==> src/hdl/cabi_pkg.sv <==
`default_nettype none
package cabi_pkg;

  localparam int OPC_W   = 2;
  localparam int SOCK_W  = 4;
  localparam int CORE_W  = 6;
  localparam int NODE_W  = 8;
  localparam int CIDX_W  = 10;
  localparam int STS_W   = 2;
  localparam int PN_W    = SOCK_W + CORE_W;

  localparam logic [OPC_W-1:0] OP_CLEAR  = 2'd0;
  localparam logic [OPC_W-1:0] OP_APPEND = 2'd1;
  localparam logic [OPC_W-1:0] OP_TEST   = 2'd2;
  localparam logic [OPC_W-1:0] OP_SET    = 2'd3;

  localparam logic [STS_W-1:0] STS_OK    = 2'd0;
  localparam logic [STS_W-1:0] STS_RANGE = 2'd1;
  localparam logic [STS_W-1:0] STS_FULL  = 2'd2;

  localparam logic [CIDX_W-1:0] CIDX_MAX = {CIDX_W{1'b1}};

  typedef struct packed {
    logic [OPC_W-1:0]  opcode;
    logic [SOCK_W-1:0] node_sockets;
    logic [CORE_W-1:0] socket_cores;
    logic [NODE_W-1:0] node_number;
    logic [SOCK_W-1:0] socket_number;
    logic [CORE_W-1:0] core_number;
  } cabi_cmd_t;

  typedef struct packed {
    logic              bit_value;
    logic [CIDX_W-1:0] core_index;
    logic [STS_W-1:0]  status;
  } cabi_res_t;

endpackage
`default_nettype wire

==> src/hdl/cabi_ram.sv <==
`default_nettype none
module cabi_ram #(
  parameter int WIDTH = 8,
  parameter int DEPTH = 16
) (
  input  wire logic                                         clk,
  input  wire logic                                         we,
  input  wire logic [((DEPTH > 1) ? $clog2(DEPTH) : 1)-1:0] wr_addr,
  input  wire logic [WIDTH-1:0]                             wr_data,
  input  wire logic [((DEPTH > 1) ? $clog2(DEPTH) : 1)-1:0] rd_addr,
  output logic      [WIDTH-1:0]                             rd_data
);

  logic [WIDTH-1:0] mem [DEPTH];

  always_ff @(posedge clk) begin
    if (we) begin
      mem[wr_addr] <= wr_data;
    end
    rd_data <= mem[rd_addr];
  end

endmodule
`default_nettype wire

==> src/hdl/cabi_mul.sv <==
`default_nettype none
module cabi_mul #(
  parameter int A_W = 10,
  parameter int B_W = 9
) (
  input  wire logic               clk,
  input  wire logic [A_W-1:0]     a,
  input  wire logic [B_W-1:0]     b,
  output logic      [A_W+B_W-1:0] p
);

  always_ff @(posedge clk) begin
    p <= (A_W + B_W)'(a) * (A_W + B_W)'(b);
  end

endmodule
`default_nettype wire

==> src/hdl/core_allocation_bitmap_indexer_top.sv <==
`default_nettype none
// Core allocation bitmap indexer. Keeps a run-length table of node shapes
// (sockets x cores, with a repeat count per run) and a one-bit-per-core
// allocation bitmap. Commands: clear, append node, test bit, set bit; every
// command returns one result. One command is in work at a time, while the
// previous result may still wait in the output register. All products go
// through one shared registered multiplier and the run table is a
// single-read-port RAM; test and set walk the run table one run at a time
// (up to RUN_SLOTS runs), test then reads the bitmap bit, and clear
// zeroes the bitmap RAM one entry per cycle. The same zeroing pass runs
// after reset, during which no command is taken.
module core_allocation_bitmap_indexer_top
  import cabi_pkg::*;
#(
  parameter int RUN_SLOTS   = 16,
  parameter int BITMAP_BITS = 1024,
  parameter int MAX_NODES   = 256
) (
  input  wire logic      clk,
  input  wire logic      rst,
  input  wire logic      cmd_valid,
  output logic           cmd_ready,
  input  wire cabi_cmd_t cmd,
  output logic           res_valid,
  input  wire logic      res_ready,
  output cabi_res_t      res
);

  localparam int RUN_AW = (RUN_SLOTS > 1) ? $clog2(RUN_SLOTS) : 1;
  localparam int RC_W   = $clog2(RUN_SLOTS + 1);
  localparam int REP_W  = $clog2(MAX_NODES + 1);
  localparam int CT_W   = $clog2(BITMAP_BITS + 1);
  localparam int IDX_W  = $clog2(BITMAP_BITS + 1024);
  localparam int SUM_W  = IDX_W + 1;
  localparam int BM_AW  = $clog2(BITMAP_BITS);
  localparam int MB_W   = (REP_W > NODE_W) ? REP_W : NODE_W;
  localparam int ENT_W  = SOCK_W + CORE_W + REP_W;

  typedef enum logic [11:0] {
    ST_SWEEP   = 12'b0000_0000_0001,
    ST_IDLE    = 12'b0000_0000_0010,
    ST_APP_MUL = 12'b0000_0000_0100,
    ST_APP_UPD = 12'b0000_0000_1000,
    ST_W_DATA  = 12'b0000_0001_0000,
    ST_W_PN    = 12'b0000_0010_0000,
    ST_W_FULL  = 12'b0000_0100_0000,
    ST_W_PART  = 12'b0000_1000_0000,
    ST_W_SOCK  = 12'b0001_0000_0000,
    ST_CHECK   = 12'b0010_0000_0000,
    ST_BIT     = 12'b0100_0000_0000,
    ST_DONE    = 12'b1000_0000_0000
  } state_t;

  state_t             state, state_next;
  logic [BM_AW-1:0]   sweep_addr, sweep_addr_next;
  logic               sweep_reply, sweep_reply_next;
  cabi_cmd_t          cmd_q, cmd_q_next;
  logic [RC_W-1:0]    run_count, run_count_next;
  logic [CT_W-1:0]    core_total, core_total_next;
  logic [REP_W-1:0]   node_total, node_total_next;
  logic [SOCK_W-1:0]  last_sockets, last_sockets_next;
  logic [CORE_W-1:0]  last_cores, last_cores_next;
  logic [REP_W-1:0]   last_rep, last_rep_next;
  logic [RC_W-1:0]    walk, walk_next;
  logic [NODE_W-1:0]  node_left, node_left_next;
  logic [CORE_W-1:0]  cur_cores, cur_cores_next;
  logic [REP_W-1:0]   cur_rep, cur_rep_next;
  logic [IDX_W-1:0]   idx, idx_next;
  cabi_res_t          res_hold, res_hold_next;
  logic               res_valid_next;
  cabi_res_t          res_next;

  logic [PN_W-1:0]      mul_a;
  logic [MB_W-1:0]      mul_b;
  logic [PN_W+MB_W-1:0] mul_p;

  logic               run_we;
  logic [RUN_AW-1:0]  run_wr_addr;
  logic [ENT_W-1:0]   run_wr_data;
  logic [ENT_W-1:0]   run_rd_data;
  logic [RC_W-1:0]    run_last;

  logic               bm_we;
  logic [BM_AW-1:0]   bm_wr_addr;
  logic               bm_wr_data;
  logic               bm_rd_data;

  logic [PN_W-1:0]    app_add;
  logic [SUM_W-1:0]   app_sum;
  logic               app_same;
  logic               app_fail;
  logic               rep_fits;
  logic               out_of_range;
  logic               rd_fits;

  cabi_mul #(.A_W(PN_W), .B_W(MB_W)) u_mul (
    .clk (clk),
    .a   (mul_a),
    .b   (mul_b),
    .p   (mul_p)
  );

  cabi_ram #(.WIDTH(ENT_W), .DEPTH(RUN_SLOTS)) u_run_ram (
    .clk     (clk),
    .we      (run_we),
    .wr_addr (run_wr_addr),
    .wr_data (run_wr_data),
    .rd_addr (walk_next[RUN_AW-1:0]),
    .rd_data (run_rd_data)
  );

  cabi_ram #(.WIDTH(1), .DEPTH(BITMAP_BITS)) u_bitmap_ram (
    .clk     (clk),
    .we      (bm_we),
    .wr_addr (bm_wr_addr),
    .wr_data (bm_wr_data),
    .rd_addr (idx[BM_AW-1:0]),
    .rd_data (bm_rd_data)
  );

  assign cmd_ready = (state == ST_IDLE);
  assign run_last  = run_count - RC_W'(1);
  assign app_add   = mul_p[PN_W-1:0];
  assign app_sum   = SUM_W'(core_total) + SUM_W'(app_add);
  assign app_same  = (run_count != '0) && (last_sockets == cmd_q.node_sockets) &&
                     (last_cores == cmd_q.socket_cores);
  assign app_fail  = (node_total >= REP_W'(MAX_NODES)) ||
                     (app_sum > SUM_W'(BITMAP_BITS)) ||
                     (!app_same && (run_count >= RC_W'(RUN_SLOTS)));
  assign rep_fits  = MB_W'(cur_rep) <= MB_W'(node_left);
  assign out_of_range = (idx >= IDX_W'(core_total)) || (idx >= IDX_W'(BITMAP_BITS));
  assign rd_fits   = MB_W'(run_rd_data[REP_W-1:0]) <= MB_W'(node_left);

  always_comb begin
    state_next        = state;
    sweep_addr_next   = sweep_addr;
    sweep_reply_next  = sweep_reply;
    cmd_q_next        = cmd_q;
    run_count_next    = run_count;
    core_total_next   = core_total;
    node_total_next   = node_total;
    last_sockets_next = last_sockets;
    last_cores_next   = last_cores;
    last_rep_next     = last_rep;
    walk_next         = walk;
    node_left_next    = node_left;
    cur_cores_next    = cur_cores;
    cur_rep_next      = cur_rep;
    idx_next          = idx;
    res_hold_next     = res_hold;
    res_valid_next    = res_valid;
    res_next          = res;
    mul_a             = '0;
    mul_b             = '0;
    run_we            = 1'b0;
    run_wr_addr       = run_count[RUN_AW-1:0];
    run_wr_data       = '0;
    bm_we             = 1'b0;
    bm_wr_addr        = sweep_addr;
    bm_wr_data        = 1'b0;

    if (res_valid && res_ready) begin
      res_valid_next = 1'b0;
    end

    case (state)
      ST_SWEEP: begin
        bm_we = 1'b1;
        sweep_addr_next = sweep_addr + BM_AW'(1);
        if (sweep_addr == BM_AW'(BITMAP_BITS - 1)) begin
          sweep_addr_next = '0;
          state_next = sweep_reply ? ST_DONE : ST_IDLE;
        end
      end
      ST_IDLE: begin
        if (cmd_valid) begin
          cmd_q_next     = cmd;
          res_hold_next  = '{bit_value: 1'b0, core_index: '0, status: STS_OK};
          walk_next      = '0;
          node_left_next = cmd.node_number;
          idx_next       = '0;
          case (cmd.opcode)
            OP_CLEAR: begin
              run_count_next   = '0;
              core_total_next  = '0;
              node_total_next  = '0;
              sweep_addr_next  = '0;
              sweep_reply_next = 1'b1;
              state_next       = ST_SWEEP;
            end
            OP_APPEND: begin
              state_next = ST_APP_MUL;
            end
            default: begin
              state_next = (run_count == '0) ? ST_CHECK : ST_W_DATA;
            end
          endcase
        end
      end
      ST_APP_MUL: begin
        mul_a = PN_W'(cmd_q.socket_cores);
        mul_b = MB_W'(cmd_q.node_sockets);
        state_next = ST_APP_UPD;
      end
      ST_APP_UPD: begin
        if (app_fail) begin
          res_hold_next.status = STS_FULL;
        end else begin
          run_we = 1'b1;
          last_sockets_next = cmd_q.node_sockets;
          last_cores_next   = cmd_q.socket_cores;
          if (app_same) begin
            run_wr_addr   = run_last[RUN_AW-1:0];
            last_rep_next = last_rep + REP_W'(1);
          end else begin
            run_wr_addr    = run_count[RUN_AW-1:0];
            last_rep_next  = REP_W'(1);
            run_count_next = run_count + RC_W'(1);
          end
          run_wr_data     = {cmd_q.node_sockets, cmd_q.socket_cores, last_rep_next};
          core_total_next = CT_W'(app_sum);
          node_total_next = node_total + REP_W'(1);
        end
        state_next = ST_DONE;
      end
      ST_W_DATA: begin
        cur_rep_next   = run_rd_data[REP_W-1:0];
        cur_cores_next = run_rd_data[REP_W +: CORE_W];
        mul_a = PN_W'(run_rd_data[REP_W +: CORE_W]);
        mul_b = MB_W'(run_rd_data[REP_W+CORE_W +: SOCK_W]);
        state_next = ST_W_PN;
        if (rd_fits) begin
          state_next = ST_W_PN;
        end
      end
      ST_W_PN: begin
        mul_a = mul_p[PN_W-1:0];
        if (rep_fits) begin
          mul_b          = MB_W'(cur_rep);
          node_left_next = node_left - NODE_W'(cur_rep);
          state_next     = ST_W_FULL;
        end else begin
          mul_b      = MB_W'(node_left);
          state_next = ST_W_PART;
        end
      end
      ST_W_FULL: begin
        idx_next  = idx + IDX_W'(mul_p);
        walk_next = walk + RC_W'(1);
        state_next = (walk_next == run_count) ? ST_CHECK : ST_W_DATA;
      end
      ST_W_PART: begin
        idx_next = idx + IDX_W'(mul_p);
        mul_a = PN_W'(cur_cores);
        mul_b = MB_W'(cmd_q.socket_number);
        state_next = ST_W_SOCK;
      end
      ST_W_SOCK: begin
        idx_next = idx + IDX_W'(mul_p) + IDX_W'(cmd_q.core_number);
        state_next = ST_CHECK;
      end
      ST_CHECK: begin
        res_hold_next.core_index = (idx > IDX_W'(CIDX_MAX)) ? CIDX_MAX : idx[CIDX_W-1:0];
        if (out_of_range) begin
          res_hold_next.status = STS_RANGE;
          state_next = ST_DONE;
        end else if (cmd_q.opcode == OP_SET) begin
          bm_we      = 1'b1;
          bm_wr_addr = idx[BM_AW-1:0];
          bm_wr_data = 1'b1;
          state_next = ST_DONE;
        end else begin
          state_next = ST_BIT;
        end
      end
      ST_BIT: begin
        res_hold_next.bit_value = bm_rd_data;
        state_next = ST_DONE;
      end
      ST_DONE: begin
        if (!res_valid || res_ready) begin
          res_next         = res_hold;
          res_valid_next   = 1'b1;
          sweep_reply_next = 1'b0;
          state_next       = ST_IDLE;
        end
      end
      default: begin
        state_next = ST_IDLE;
      end
    endcase
  end

  always_ff @(posedge clk) begin
    if (rst) begin
      state       <= ST_SWEEP;
      sweep_addr  <= '0;
      sweep_reply <= 1'b0;
      run_count   <= '0;
      core_total  <= '0;
      node_total  <= '0;
      res_valid   <= 1'b0;
    end else begin
      state       <= state_next;
      sweep_addr  <= sweep_addr_next;
      sweep_reply <= sweep_reply_next;
      run_count   <= run_count_next;
      core_total  <= core_total_next;
      node_total  <= node_total_next;
      res_valid   <= res_valid_next;
    end
    cmd_q        <= cmd_q_next;
    last_sockets <= last_sockets_next;
    last_cores   <= last_cores_next;
    last_rep     <= last_rep_next;
    walk         <= walk_next;
    node_left    <= node_left_next;
    cur_cores    <= cur_cores_next;
    cur_rep      <= cur_rep_next;
    idx          <= idx_next;
    res_hold     <= res_hold_next;
    res          <= res_next;
  end

`ifndef ASSERT_OFF
  a_total_bound: assert property (@(posedge clk) disable iff (rst)
    core_total <= CT_W'(BITMAP_BITS))
    else $error("core total beyond bitmap size");

  a_runs_bound: assert property (@(posedge clk) disable iff (rst)
    run_count <= RC_W'(RUN_SLOTS))
    else $error("run count beyond table size");

  a_nodes_bound: assert property (@(posedge clk) disable iff (rst)
    node_total <= REP_W'(MAX_NODES))
    else $error("node count beyond limit");

  a_walk_bound: assert property (@(posedge clk) disable iff (rst)
    (state == ST_W_FULL) |-> (walk < run_count))
    else $error("run walk past last run");

  a_set_in_range: assert property (@(posedge clk) disable iff (rst)
    (bm_we && (state == ST_CHECK)) |-> (idx < IDX_W'(core_total)))
    else $error("bitmap set outside layout");
`endif

endmodule
`default_nettype wire

==> config.mk <==
export PLATFORM = sky130hd
export DESIGN_NAME = core_allocation_bitmap_indexer_top
export DESIGN_NICKNAME = d
export VERILOG_FILES = /design/src/hdl/cabi_pkg.sv /design/src/hdl/cabi_ram.sv /design/src/hdl/cabi_mul.sv /design/src/hdl/core_allocation_bitmap_indexer_top.sv
export SDC_FILE = /design/constraint.sdc
export NUM_CORES = 2
export LEC_CHECK = 0
export ABC_AREA = 1
export BUFFER_PORTS_ARGS = -buffer_cell sky130_fd_sc_hd__buf_2
export CORE_AREA = 2 2 431 433
export DETAILED_ROUTE_END_ITERATION = 10
export DIE_AREA = 0 0 433 435
export RECOVER_POWER = 100
export SKIP_CTS_REPAIR_TIMING = 1
export SLEW_MARGIN = 20
export SYNTH_ARGS = -nofsm -noshare
export SYNTH_HDL_FRONTEND = slang
export SYNTH_HIERARCHICAL = 1
export SYNTH_SLANG_ARGS = --single-unit
==> constraint.sdc <==
create_clock -name clk -period 13 [get_ports clk]
set_input_delay 0.65 -clock clk [delete_from_list [all_inputs] [get_ports clk]]
set_output_delay 0.65 -clock clk [all_outputs]
set_load 0.02 [all_outputs]
# After elaboration in Yosys (flattened, before gate mapping)
# Memory sizes are Yosys's and may differ from the RTL's. A register that Yosys moved wholly into a read port is not among the register bits.
# Index checks and enable logic that the tools add are counted.
[totals] ff_bits=166 latch_bits=0 ram_bits=1328 mem_bits_ro=0 inputBits=34 word_cells=185 memories=2
[op_classes] n_addsub=10 multipliers=1 div_mod_pow=0 magnitude_cmp=7 eq_ne=27 shifts=0 n_mux=71 n_bitwise=1 reduce_logical=38
[memory_table] name="u_bitmap_ram.mem" depth=1024 width=1 rd=1 rd_clocked_by_memory_dff=1 wr=1 line="cabi_ram.sv:14" text="logic [WIDTH-1:0] mem [DEPTH];"
[memory_table] name="u_run_ram.mem" depth=16 width=19 rd=1 rd_clocked_by_memory_dff=1 wr=1 line="cabi_ram.sv:14"
[op_table] operator="$pmux W12 S11" count=1
[op_table] operator="$mux W10" count=9
[op_table] operator="$mux W12" count=6
[op_table] operator="$pmux W10 S2" count=3
[op_table] operator="$mux W9" count=5
[op_table] operator="$mux W11" count=4
[op_table] operator="$pmux W10 S4" count=1
[op_table] operator="$mux W19" count=2
[op_table] operator="$pmux W9 S4" count=1
[op_table] operator="$pmux W11 S3" count=1
[op_table] operator="$mux W5" count=5
[op_table] operator="$mux W8" count=3
[op_table] operator="$pmux W11 S2" count=1
[op_table] operator="$pmux W5 S2" count=2
[op_table] operator="$add A9 B1 Y9 const B" count=2
[op_table] operator="$pmux W9 S2" count=1
[op_table] operator="$ne A2 B2 Y1 const B" count=8
[op_table] operator="$pmux W8 S2" count=1
[op_table] operator="$mux W1" count=15
[op_table] operator="$reduce_and A2 Y1" count=7
[op_table] operator="$reduce_bool A2 Y1" count=7
[op_table] operator="$mux W13" count=1
[op_table] operator="$add A11 B10 Y12" count=1
[op_table] operator="$eq A12 B1 Y1 const B" count=1
[op_table] operator="48 further kinds" count=67

# Longest topological paths before layout
[logic_depth] depth_word=10 ltp_mapped=26

# Modules after synthesis
# Netlist, hierarchy kept.
[by_module_without_submodules] mod="cabi_ram at u_bitmap_ram" instances=1 cells_per_inst=4679 area_per_inst_um2=46392.0 seq_area_each_um2=30769.5
[by_module_without_submodules] mod="cabi_ram at u_run_ram" instances=1 cells_per_inst=1270 area_per_inst_um2=13491.7 seq_area_each_um2=9509.1
[by_module_without_submodules] mod="core_allocation_bitmap_indexer_top" instances=1 cells_per_inst=1165 area_per_inst_um2=9476.6 seq_area_each_um2=4124.0
[by_module_without_submodules] mod="cabi_mul" instances=1 cells_per_inst=508 area_per_inst_um2=3604.7 seq_area_each_um2=380.4

# Least setup slack after synthesis
# Ideal clock, no wire load.
[synth_timing] path_kind="register to register" from="register idx[8]" to="memory u_bitmap_ram.mem[800], enable pin" setup_time_ns=0.300 arrival_time_ns=10.894 t_required_ns=12.700 setup_slack_ns=1.806 stages_incl_launch_ff=14 n_path_buf=2 path_cell_list="edfxtp_1 -> ha_1 -> a21oi_1 -> o21a_1 -> o21ai_0 -> a21oi_1 -> nand4_1 -> nor2_1 -> buf_2 -> o21ai_0 -> nor3_2 -> nand3_1 -> clkbuf_1 -> nor2_1"
[synth_between] elab_cells_between_ends=10 cone_classes="2 x order compare; 7 x mux; 1 x reduce/logical"
[synth_lines] element="start: declaration" line="core_allocation_bitmap_indexer_top.sv:68" text="logic [IDX_W-1:0] idx, idx_next;"
[synth_lines] element="start signal: assignment" line="core_allocation_bitmap_indexer_top.sv:320" text="idx <= idx_next;"
[synth_lines] element="$ge A11 B11 Y1" line="core_allocation_bitmap_indexer_top.sv:131" text="assign out_of_range = (idx >= IDX_W'(core_total)) || (idx >= IDX_W'(BITMAP_BITS));"
[synth_lines] element="$logic_or A1 B1 Y1 (*)" line="core_allocation_bitmap_indexer_top.sv:131"
[synth_lines] element="$mux W10 (*)" line="core_allocation_bitmap_indexer_top.sv:264" text="if (out_of_range) begin"
[synth_lines] element="$mux W10 (*)" line="core_allocation_bitmap_indexer_top.sv:166" text="case (state)"
[synth_lines] element="net bm_wr_addr[7]" line="core_allocation_bitmap_indexer_top.sv:84" text="logic [BM_AW-1:0] bm_wr_addr;"
[synth_lines] element="end: declaration" line="cabi_ram.sv:14"
# The timed path passes the listed nets; every way through them passes the cells marked *.

# Worst setup path after layout
[layout_timing] from="register state[7]" to="memory u_bitmap_ram.mem[299], enable pin"
[layout_between] elab_cells_between_ends=6 cone_classes="2 x eq/ne; 4 x mux"
[layout_lines] element="start: declaration" line="core_allocation_bitmap_indexer_top.sv:54" text="state_t state, state_next;"
[layout_lines] element="start signal: assignment" line="core_allocation_bitmap_indexer_top.sv:304" text="state <= state_next;"
[layout_lines] element="$eq A12 B10 Y1" line="core_allocation_bitmap_indexer_top.sv:166"
[layout_lines] element="$mux W10" line="core_allocation_bitmap_indexer_top.sv:166"
[layout_lines] element="net bm_wr_addr[2]" line="core_allocation_bitmap_indexer_top.sv:84"
# The timed path passes the listed nets, and every way through them passes these cells.

==> results by group <==
Synthesis
  – Post-synthesis cell area: 0.0714 mm^2
  – Cells after synthesis: 7,391
  – Syn_area_per_cell: 9.67 um^2
  – Ys Warns: 6
  – Post-Syn Nets: 7,548

Worst hold path
  – Hold/Removal Path Class: input port to register

Global routing
  – Vias in the first global route: 49,300
  – Largest net degree at the start of global routing: 251
  – Initial antenna violation count: 4
  – Congestion Overflow GR: 0
  – Overall global routing resource usage: 21.3%
  – First-pass GRT wire length: 305,000 um

STA
  – Final setup viols: 0
  – Slew @ Worst Pin: 4530 ps
  – Part of the cycle the worst path needs: 68.9%
  – Final Skew: 54.4 ps
  – Fmax: 112 MHz
  – Final hold violations: 0
  – Max Slew Vio Count: 2,007
  – Post-route setup TNS: 0 ps
  – Final min period: 8960 ps
  – Max-slew headroom: -202%
  – Unrepaired setup endpoints after global routing: no

Routing
  – Routed WL: 205,000 um
  – Pre-antenna DRT Iters: 5
  – Routed length per placed instance: 20.9 um
  – Via/cell ratio: 5.31
  – Antenna Nets Post-Route: 0
  – Initial DRC count: 5,674
  – Vias post-DR: 52,000
  – Post-route DRC: 0

Setup path
  – Crit-path most repeated cell: nor2_1
  – Slowest CP cell: clkbuf_1
  – Worst path cell trace: nor2_1 -> inv_1 -> nor2_1 -> nand2_1 -> inv_1 -> nand4_1 -> inv_1 -> nand4_1 -> nor2_1 -> buf_12 -> nand2_1 -> o21ai_0 -> inv_1 -> nand2_1 -> nor2_1 -> nand2_2 -> clkbuf_1 -> nor2_1
  – Kind of start point of the critical path: register
  – Critical Path End Type: register
  – Kind of critical path: register to register
  – Largest stage delay, worst path: 2550 ps
  – Worst EP required: 13,410 ps
  – Crit-path max FO: 245
  – Worst path arrival time: 9370 ps

Run status
  – Status: finished with violations
  – Violated checks: max-capacitance violations, max-slew violations

Final layout
  – Most frequent cells in the layout: 1,808 x nand2_1, 1,430 x edfxtp_1, 1,336 x nand3_1, 1,234 x nor2_1, 526 x inv_1
  – Util after Layout: 42.3%
  – Finished Layout Cells: 9,792
  – Commonest non-fill, non-tap cell in the layout: nand2_1
  – # nets final: 7,335
  – Post-route cell area: 0.0778 mm^2
  – Layout area overhead: 8.95%
  – Ant. Diodes: 0
  – Layout cells sized above 1: 4.75%
  – Fillers: 17,800

CTS
  – Clock latency at the later pin of the worst-skew pair: 810 ps
  – Sink Count: 1,514
  – CTS buffer count: 160
  – H-tree depth: 4
  – Clk root buf: clkbuf_16
  – CTS Buffer Depth: 3
  – CTS tree: yes
  – Clock Pin Slew Worst Setup and Hold Paths: 70 ps

Floorplanning
  – Cell row count: 158
  – Die footprint: 0.188 mm^2
  – Top Ports: 49
  – Die Height: 435 um
  – Core Footprint: 0.184 mm^2
  – Die Wd: 433 um
  – Starting density of the core: 38.8%

Placement
  – Placer Congestion: 0.851
  – Placement Cell Area: 0.0732 mm^2
  – I/O Buffers: 48
  – Cells after DPL: 9,491
  – DP HPWL: 105,000 um

Power
  – Total leakage power: 0.0286 uW
  – VDD IR max: 0.000118 V
  – Power Dens Cells: 151 mW/mm^2

Run
  – Max Cap Viol: 67
==> state kept, by name (all words and copies together), names as in the netlist, 4 cells and up <==
| name | flops |
|---|---|
| cmd_q | 22 |
| last_rep | 9 |
| core_total | 11 |
| sweep_addr | 10 |
| u_bitmap_ram/mem | 1024 |
| run_count | 5 |
| node_total | 9 |
| walk | 5 |
| node_left | 8 |
| last_cores | 6 |
| idx | 11 |
| last_sockets | 4 |
| u_run_ram/rd_data | 19 |
| u_run_ram/mem | 304 |
| res | 13 |
| cur_cores | 6 |
| cur_rep | 9 |
| u_mul/p | 11 |
| res_hold | 13 |
| state | 12 |
==> metrics by stage <==
stage | power [uW] | worst slack, ps | hold WS [ps]
floorplan | 6770 | 1810 | 386
global placement | 7380 | 6450 | 387
finish | 11800 | 4040 | 29.2
CTS | 11800 | 6410 | -29.5
global route | 12200 | 3560 | 2.28
detailed placement | 7390 | 6440 | 389
==> critical path: cells and delay by family, from the launching register on <==
family | cells | cell delay (ps)
AO/OA/AOI/OAI | 1 | 470
buffers and inverters | 6 | 3980
AND/OR/NAND/NOR | 11 | 3740
flip-flops | 1 | 320
==> layout make-up <==
cell class | instances | area (um^2) | area share, %
Clock buffer | 218 | 4370 | 5.61
Clock inverter | 78 | 721 | 0.926
Inverter | 543 | 2080 | 2.67
Multi-Input combinational cell | 4821 | 22100 | 28.4
Sequential cell | 1514 | 44600 | 57.3
Tap cell | 2480 | 3100 | 3.99
Timing Repair Buffer | 138 | 853 | 1.10
==> layer usage <==
metal	up-vias	part of all wire [%]	track usage, %
li1	24100	-	-
met1	25500	40	27.4
met2	2033	48	36.1
met3	444	7.7	3.15
met4	4	4.0	7.92
met5	-	0.013	0
==> worst paths after layout <==
kind | startpoint | end | slack, ps | depth (start not counted)
setup / recovery | state[7] | u_bitmap_ram/mem[299] | 4040 | 18
hold / removal | cmd[21] | cmd_q[21] | 30 | 1
setup reg to reg | state[7] | u_bitmap_ram/mem[299] | 4040 | 18
hold reg to reg | u_run_ram/rd_data[7] | cur_rep[7] | 400 | 0
==> power by group <==
group	leakage [uW]	switching, uW	internal, uW
combinational	0.0131	1430	474
clock	0.00248	1950	2510
sequential	0.0130	49.1	5340
total	0.0286	3440	8330
Note: power is estimated with default switching activity, not from simulation.
